===== config.mk =====
export PLATFORM = sky130hd
export DESIGN_NAME = fvn2d_normaliser
export DESIGN_NICKNAME = d
export VERILOG_FILES = /design/src/hw/rtl/fractal_value_noise_2d_top_macros.svh /design/src/hw/rtl/fvn2d_pkg.sv /design/src/hw/rtl/fvn2d_normaliser.sv
export SDC_FILE = /design/constraint.sdc
export NUM_CORES = 1
export LEC_CHECK = 0
export ABC_AREA = 1
export BUFFER_PORTS_ARGS = -buffer_cell sky130_fd_sc_hd__buf_2
export CAP_MARGIN = 30
export CELL_PAD_IN_SITES_DETAIL_PLACEMENT = 1
export CELL_PAD_IN_SITES_GLOBAL_PLACEMENT = 1
export CORE_MARGIN = 2
export CORE_UTILIZATION = 49
export DETAILED_ROUTE_END_ITERATION = 16
export GPL_TIMING_DRIVEN = 0
export HOLD_SLACK_MARGIN = 0.05
export PLACE_DENSITY = 0.92
export SLEW_MARGIN = 20
export SYNTH_ARGS = -nofsm -noshare
export SYNTH_HDL_FRONTEND = slang
export SYNTH_SLANG_ARGS = --single-unit
export TNS_END_PERCENT = 30

===== constraint.sdc =====
create_clock -name clock -period 12.6 [get_ports clock]
set_clock_uncertainty 0.2 [all_clocks]
set_input_delay 1.89 -clock clock [delete_from_list [all_inputs] [get_ports clock]]
set_output_delay 1.89 -clock clock [all_outputs]
set_load 0.02 [all_outputs]

===== src/hw/rtl/fractal_value_noise_2d_top_macros.svh =====
// Assertion macros for the fractal value noise block.
// Included by fractal_value_noise_2d_top.sv; no other dependencies.
`ifndef FRACTAL_VALUE_NOISE_2D_TOP_MACROS_SVH
`define FRACTAL_VALUE_NOISE_2D_TOP_MACROS_SVH

// same-cycle implication
`define FVN2D_ASSERT_NOW(label, clk, rst, ante, cons) \
   label: assert property (@(posedge clk) disable iff (rst) (ante) |-> (cons)) \
      else $error("fvn2d: same-cycle check failed");

// next-cycle implication
`define FVN2D_ASSERT_NEXT(label, clk, rst, ante, cons) \
   label: assert property (@(posedge clk) disable iff (rst) (ante) |=> (cons)) \
      else $error("fvn2d: next-cycle check failed");

`endif


===== src/hw/rtl/fvn2d_pkg.sv =====
// Shared constants, register codes and the inter-cell beat type for fractal value noise.
// No dependencies.
package fvn2d_pkg;

   localparam int MAX_OCTAVES = 4;
   localparam int CNT_W       = $clog2(MAX_OCTAVES + 1);

   localparam int COORD_W    = 32;
   localparam int SEED_W     = 32;
   localparam int FREQ_W     = 16;
   localparam int CFG_OCT_W  = 3;
   localparam int NOISE_W    = 18;
   localparam int CORNER_W   = 18;
   localparam int FRAC_BITS  = 16;

   localparam int CSR_IDX_W  = 2;
   localparam int CSR_DATA_W = 32;

   localparam int PROD_W = COORD_W + FREQ_W;
   localparam int PX_W   = PROD_W + MAX_OCTAVES - 1;
   localparam int ACC_W  = NOISE_W + MAX_OCTAVES;

   localparam int RECIP_SHIFT = 24;
   localparam int RECIP_W     = RECIP_SHIFT + 1;

   localparam logic [SEED_W-1:0]    SEED_BASE_RST    = 32'd7;
   localparam logic [FREQ_W-1:0]    BASE_FREQ_RST    = 16'd2294;
   localparam logic [CFG_OCT_W-1:0] OCTAVE_COUNT_RST = 3'd4;

   localparam logic [31:0] HASH_MX = 32'd374761393;
   localparam logic [31:0] HASH_MZ = 32'd668265263;
   localparam logic [31:0] HASH_MS = 32'd2246822519;
   localparam logic [31:0] HASH_MF = 32'd1274126177;

   typedef enum logic [CSR_IDX_W-1:0] {
      CSR_SEED_BASE    = 2'd0,
      CSR_BASE_FREQ    = 2'd1,
      CSR_OCTAVE_COUNT = 2'd2
   } csr_index_type;

   typedef struct packed {
      logic                     valid;
      logic [CNT_W-1:0]         octs;
      logic [CNT_W-1:0]         left;
      logic [SEED_W-1:0]        seed;
      logic signed [PX_W-1:0]   px;
      logic signed [PX_W-1:0]   pz;
      logic signed [ACC_W-1:0]  acc;
   } oct_beat_type;

endpackage


===== src/hw/rtl/fvn2d_normaliser.sv =====
// Normaliser: scales the weighted octave sum by the reciprocal weight total, saturates,
// and holds the result in the output register. Depends on fvn2d_pkg.
module fvn2d_normaliser (
   input  logic                                  clock,
   input  logic                                  reset,
   input  logic                                  en,
   input  fvn2d_pkg::oct_beat_type               beat_in,
   input  logic                                  rsp_stall,
   output logic                                  stage_valid,
   output logic                                  rsp_valid,
   output logic signed [fvn2d_pkg::NOISE_W-1:0]  rsp_noise_value
);

   localparam int NPROD_W = fvn2d_pkg::ACC_W + fvn2d_pkg::RECIP_W + 1;
   localparam logic signed [NPROD_W-1:0] NORM_HALF =
      NPROD_W'(64'd1 << (fvn2d_pkg::RECIP_SHIFT - 1));
   localparam logic signed [NPROD_W-1:0] NOISE_MAX = NPROD_W'(65536);
   localparam logic signed [NPROD_W-1:0] NOISE_MIN = -NOISE_MAX;

   logic [fvn2d_pkg::RECIP_W-1:0] recip_tab [fvn2d_pkg::MAX_OCTAVES + 1];

   assign recip_tab[0] = '0;
   for (genvar gi = 1; gi <= fvn2d_pkg::MAX_OCTAVES; gi++) begin : g_recip
      localparam longint unsigned TOTAL = (64'd1 << gi) - 64'd1;
      localparam logic [fvn2d_pkg::RECIP_W-1:0] RECIP = fvn2d_pkg::RECIP_W'(
         ((64'd1 << fvn2d_pkg::RECIP_SHIFT) + TOTAL / 2) / TOTAL);
      assign recip_tab[gi] = RECIP;
   end

   logic                        n1_valid_ff;
   logic signed [NPROD_W-1:0]   prod_ff, prod_in;
   logic signed [NPROD_W-1:0]   rnd;
   logic signed [fvn2d_pkg::NOISE_W-1:0] sat;
   logic                        out_load;
   logic                        rsp_valid_ff;
   logic signed [fvn2d_pkg::NOISE_W-1:0] rsp_value_ff;

   assign prod_in = NPROD_W'(beat_in.acc) * NPROD_W'($signed({1'b0, recip_tab[beat_in.octs]}));
   assign rnd     = (prod_ff + NORM_HALF) >>> fvn2d_pkg::RECIP_SHIFT;

   always_comb begin
      if (rnd > NOISE_MAX) begin
         sat = fvn2d_pkg::NOISE_W'(NOISE_MAX);
      end else if (rnd < NOISE_MIN) begin
         sat = fvn2d_pkg::NOISE_W'(NOISE_MIN);
      end else begin
         sat = fvn2d_pkg::NOISE_W'(rnd);
      end
   end

   assign out_load = !(rsp_valid_ff && rsp_stall);

   always_ff @(posedge clock) begin
      if (reset) begin
         n1_valid_ff  <= 1'b0;
         rsp_valid_ff <= 1'b0;
      end else begin
         if (en) begin
            n1_valid_ff <= beat_in.valid;
         end
         if (out_load) begin
            rsp_valid_ff <= n1_valid_ff;
         end
      end
   end

   always_ff @(posedge clock) begin
      if (en) begin
         prod_ff <= prod_in;
      end
      if (out_load) begin
         rsp_value_ff <= sat;
      end
   end

   assign stage_valid     = n1_valid_ff;
   assign rsp_valid       = rsp_valid_ff;
   assign rsp_noise_value = rsp_value_ff;

endmodule


== Word-level counts from Yosys, hierarchy flattened ==
Memory sizes are Yosys's and may differ from the RTL's.
Index checks and enable logic that the tools add are counted.
Storage, ports and cells
  bits in registers: 68
  bits in read-only memories: 200
  word-level logic and storage cells: 17
  bits of input ports: 167
  memories kept: 1
  output and inout bits: 20
Cells by class
  reduce and logical (&&, ||, !) cells: 2
  bitwise logic cells: 1
  order comparisons: 3
  mux-type cells: 3
  multipliers: 1
  add/subtract/negate cells: 1
Memory list
  (no name shown): words 8, width 25, read ports 1, clocked after Yosys merged registers in 0, wr ports 0, RTL line fvn2d_normaliser.sv:38  | assign prod_in = NPROD_W'(beat_in.acc) * NPROD_W'($signed({1'b0, recip_tab[beat_in.octs]}));
Operators by type and width (count)
  25-bit 2-to-1 mux: 2
  48-bit by 25-bit adder with 48-bit output, second input constant: 1
  22-bit by 26-bit multiplier with 48-bit output: 1
  24-bit by 18-bit > comparator with 1-bit output, second input constant: 1
  24-bit by 17-bit < comparator with 1-bit output, second input constant: 1
  18-bit 2-to-1 mux: 1
  4-bit >= comparator, second input constant: 1
  3-bit NOT with 4-bit output: 1
  2-bit OR reduction: 1
  1-bit logical AND: 1

== Logic depth before layout (Yosys ltp) ==
  depth in word-level cells: 5
  depth in mapped cells: 33
  gate-level depth less buffers: 33

== Least setup slack after synthesis ==
Ideal clock, no wire load.
  kind: input -> register
  from: in beat_in[159] in the netlist's numbering
  to: reg prod_ff[35] (data pin)
  required time: 12148 ps
  stages: 27
  path slack: 4481 ps
  arrival: 7667 ps
  library setup time: 252 ps
  path buffers: 1
  path through: inv_1 nor2_1 inv_1 nand2_1 clkbuf_1 nor2_1 fa_1 inv_1 fa_1 fa_1 fa_1 inv_1 fa_1 fa_1 inv_1 fa_1 inv_1 ha_1 nand2_1 nor2_1 inv_1 nor2_1 nand3_1 o21ai_0 nand2_1 nand3_1 nand2_1
On the way
  longest elaborated chain between the ends: 5
Ends and longest elaborated chain
  from (decl): RTL line fvn2d_normaliser.sv:7  | input fvn2d_pkg::oct_beat_type beat_in,
  3-bit NOT with 4-bit output (implied by the code): RTL line fvn2d_normaliser.sv:38
  memory read 8 x 25 bit
  25-bit 2-to-1 mux (implied by the code) (2 in series): RTL line fvn2d_normaliser.sv:38
  22-bit by 26-bit multiplier with 48-bit output: RTL line fvn2d_normaliser.sv:38
  net prod_in[35]: RTL line fvn2d_normaliser.sv:31  | logic signed [NPROD_W-1:0] prod_ff, prod_in;
  to (signal assigned): RTL line fvn2d_normaliser.sv:69  | prod_ff <= prod_in;
  to (decl): RTL line fvn2d_normaliser.sv:31
The timed path passes the listed nets, and every way through them passes these cells. The select of a mux whose other input is x is not followed.
A chain may end at the register's enable or synchronous reset.

== Final worst setup path ==
Ends and elaborated chain as after synthesis.

==> key figures <==
Floorplan
  – Die height: 179.1 um
  – Starting Density: 0.4939
  – Die width: 179.1 um
  – Core ar.: 30430 um^2
  – I/O pin total: 187
  – Rows: 64
  – Total die area: 32090 um^2

Pwr
  – Maximum VDD drop: 189.9 uV
  – Logic pwr share: 0.877
  – Pint: 1.580 mW
  – Sequential share of power: 0.090
  – Net Sw Frac: 0.6008
  – P_sw: 2.379 mW
  – P per Cell Area: 248.8 nW/um^2
  – Leakage power: 8.868 nW
  – Clock Power Share: 0.033
  – Design Power: 3.959 mW

GRT
  – GRT Total Usage: 0.3317
  – GRT Residual Overflow: 0
  – Vias in the first global route: 14510
  – Largest net degree at the start of global routing: 28
  – Wire length of the first global-routing pass: 78270 um
  – Initial antenna violation count: 0

Clock tree
  – Total CTS buffers: 5
  – Hold-fix buffers, CTS: 0
  – Clk slew on worst S/H paths: 0.06 ns
  – # clock sinks: 45
  – Resized Gates After CTS: 0
  – CTS max path bufs: 2
  – Postcts setup bufs: 0
  – H-tree depth: 2
  – TritonCTS clock tree: yes
  – Clk_lat worst skew: 0.30 ns
  – CTS root buf: clkbuf_16

Synthesis
  – Synth warn: 0
  – Synth top area cells: fa_1 (33%), ha_1 (21%), inv_1 (14%)
  – Async SR Flop Fraction: 0
  – Syn Area/Cell: 8.054 um^2
  – Yosys reg bits: 45
  – Gate count after technology mapping: 1866
  – Net Count, Synth: 2534
  – Largest area contributor in the netlist: fa_1
  – Post-synthesis sequential area ratio: 0.08858
  – Post-synth EDFFs: 43
  – Ys flop type: edfxtp_1
  – Share of the synthesized area in the top cell type: 0.3277
  – Yosys cell types: 36
  – Most frequent cell after synthesis: inv_1
  – Leading cell types by count after synthesis: inv_1 (543), nand2_1 (267), ha_1 (255), fa_1 (246), nor2_1 (246)
  – Syn Std Cell Area: 15030 um^2

Critical path
  – Critical setup path kind: in -> reg
  – Worst r2r src: prod_ff[23]
  – FF-to-FF path depth: 16
  – Reg2Reg Setup Slack: 9.91 ns
  – Critical path arrival: 10.20 ns
  – Critical path fanouts, max: 10
  – Worst setup EP type: register
  – CP startpoint kind: input pin
  – Crit path required time: 12.45 ns
  – Worst R2R End: rsp_noise_value[13]

STA
  – Setup violators final: 0
  – Fin Setup TNS: 0 ns
  – Least-Margin Pin Slew: 1.035 ns
  – Fmax: 96.68 MHz
  – Hold slack: 0.2793 ns
  – Max_slew headroom: 0.3098
  – Unrepaired setup endpoints after global routing: false
  – Final worst slack: 2.257 ns
  – Pins Over Slew Limit: 0
  – Post-route minimum period: 10.34 ns
  – Final Hold Viols: 0
  – Final Cycle Share: 0.8209

Finish
  – Share of layout cells above drive strength 1: 0.04524
  – P&R area growth vs syn: 5.861%
  – ANT cells: 0
  – Nets: 2590

Detailed routing
  – Drt first pass iters: 5
  – Final WL: 50970 um
  – DR iter-0 viols: 770
  – Vias per cell: 5.495
  – ANT nets after route: 0
  – Number of remaining DRC errors: 0
  – WL per Instance: 21.98 um
  – Vias after detailed routing: 12740

Worst hold path
  – Min-Delay Path Depth: 2
  – Hold path start: stage_valid
  – Hold Path End: rsp_valid
  – Tightest Hold Check Type: reg -> reg

Placement
  – Port Buffers: 49
  – RePlAce Congestion: 1.028
  – Dpl ws: 2.115 ns
  – DP HPWL: 46220 um

Status
  – Status: finished, final reports clean

Run
  – Max_cap viols: 0
==> layout by cell type, fill, tap and decap left out, drive strengths merged, types with 31 or more instances in the layout <==
master and n:
edfxtp 43, o21ai 31, nand3 48, fa 246
buf 50, inv 543, nor2 266, a21oi 44
ha 255, nand2 274
==> worst max path at each step <==
| stage | startpoint | end | depth (start not counted) |
|---|---|---|---|
| 2_1_floorplan | beat_in[159] | prod_ff[35] | 27 |
| 3_3_place_gp | beat_in[159] | prod_ff[43] | 28 |
| 3_5_place_dp | beat_in[159] | prod_ff[43] | 28 |
| 4_1_cts | beat_in[159] | prod_ff[43] | 28 |
| 5_1_grt | beat_in[159] | prod_ff[35] | 28 |
| 6_report | beat_in[159] | prod_ff[35] | 28 |
==> critical path: stages <==
cell and delay [ns]:
buf_2 0.22, inv_1 0.28, nor2_1 0.65, inv_1 0.13
nand2_1 0.39, clkbuf_1 0.60, nor2_1 0.17, fa_1 0.64
inv_1 0.09, fa_1 0.57, fa_1 0.47, fa_1 0.57
inv_1 0.06, fa_1 0.45, fa_1 0.49, inv_1 0.06
fa_1 0.52, inv_1 0.07, ha_1 0.40, nand2_1 0.11
nor2_1 0.10, inv_1 0.07, nor2_1 0.16, nand3_1 0.08
o21ai_0 0.54, nand2_1 0.20, nand3_1 0.13, nand2_1 0.06
==> power groups by stage <==
stage	Clock, mW	Sequential [mW]	Combinational [mW]
after CTS	0.131	0.353	3.44
after detailed placement	0	0.355	3.41
final	0.131	0.355	3.47
after floorplan	0	0.358	2.30
after global routing	0.136	0.361	3.87
after global placement	0	0.347	3.17
==> through the flow <==
step | cell area, um^2 | instances | util
6_report | 15910 | 2319 | 0.5229
5_1_grt | 15910 | 2319 | 0.5229
4_1_cts | 15910 | 2319 | 0.5229
3_5_place_dp | 15770 | 2311 | 0.5183
3_3_place_gp | 15770 | 2311 | 0.5183
2_1_floorplan | 15030 | 1866 | -
==> cell type report <==
cell class                 instances  area, um^2
inverter                         545        2046
clock inverter                     1       7.507
buffer                            10       45.04
tap                              396       495.5
multi-input combinational       1266       11610
clock buffer                       7       132.6
sequential                        45        1331
fill                            3844       14520
timing repair buffer              49       245.2
==> state kept, by name (all words and copies together), names as in the netlist <==
name,cells
rsp_noise_value,18
prod_ff,25
rsp_valid,1
stage_valid,1
==> cells by family after synthesis <==
kind of cell / share of synthesized area
AOI/OAI and AO/OA: 0.04379
xor gates and xnor gates: 0.01573
adders and majority gates: 0.5400
buffers and inverters: 0.1391
DFF: 0.08858
and+or+nand+nor: 0.1728
==> per-layer routing <==
layer | GRT usage | wire length (um)
met5 | 0 | 0
met3 | 0.03774 | 2584
met2 | 0.6253 | 26490
met1 | 0.3549 | 18370
met4 | 0.1939 | 3521
Power figures use the tool's default switching activity.
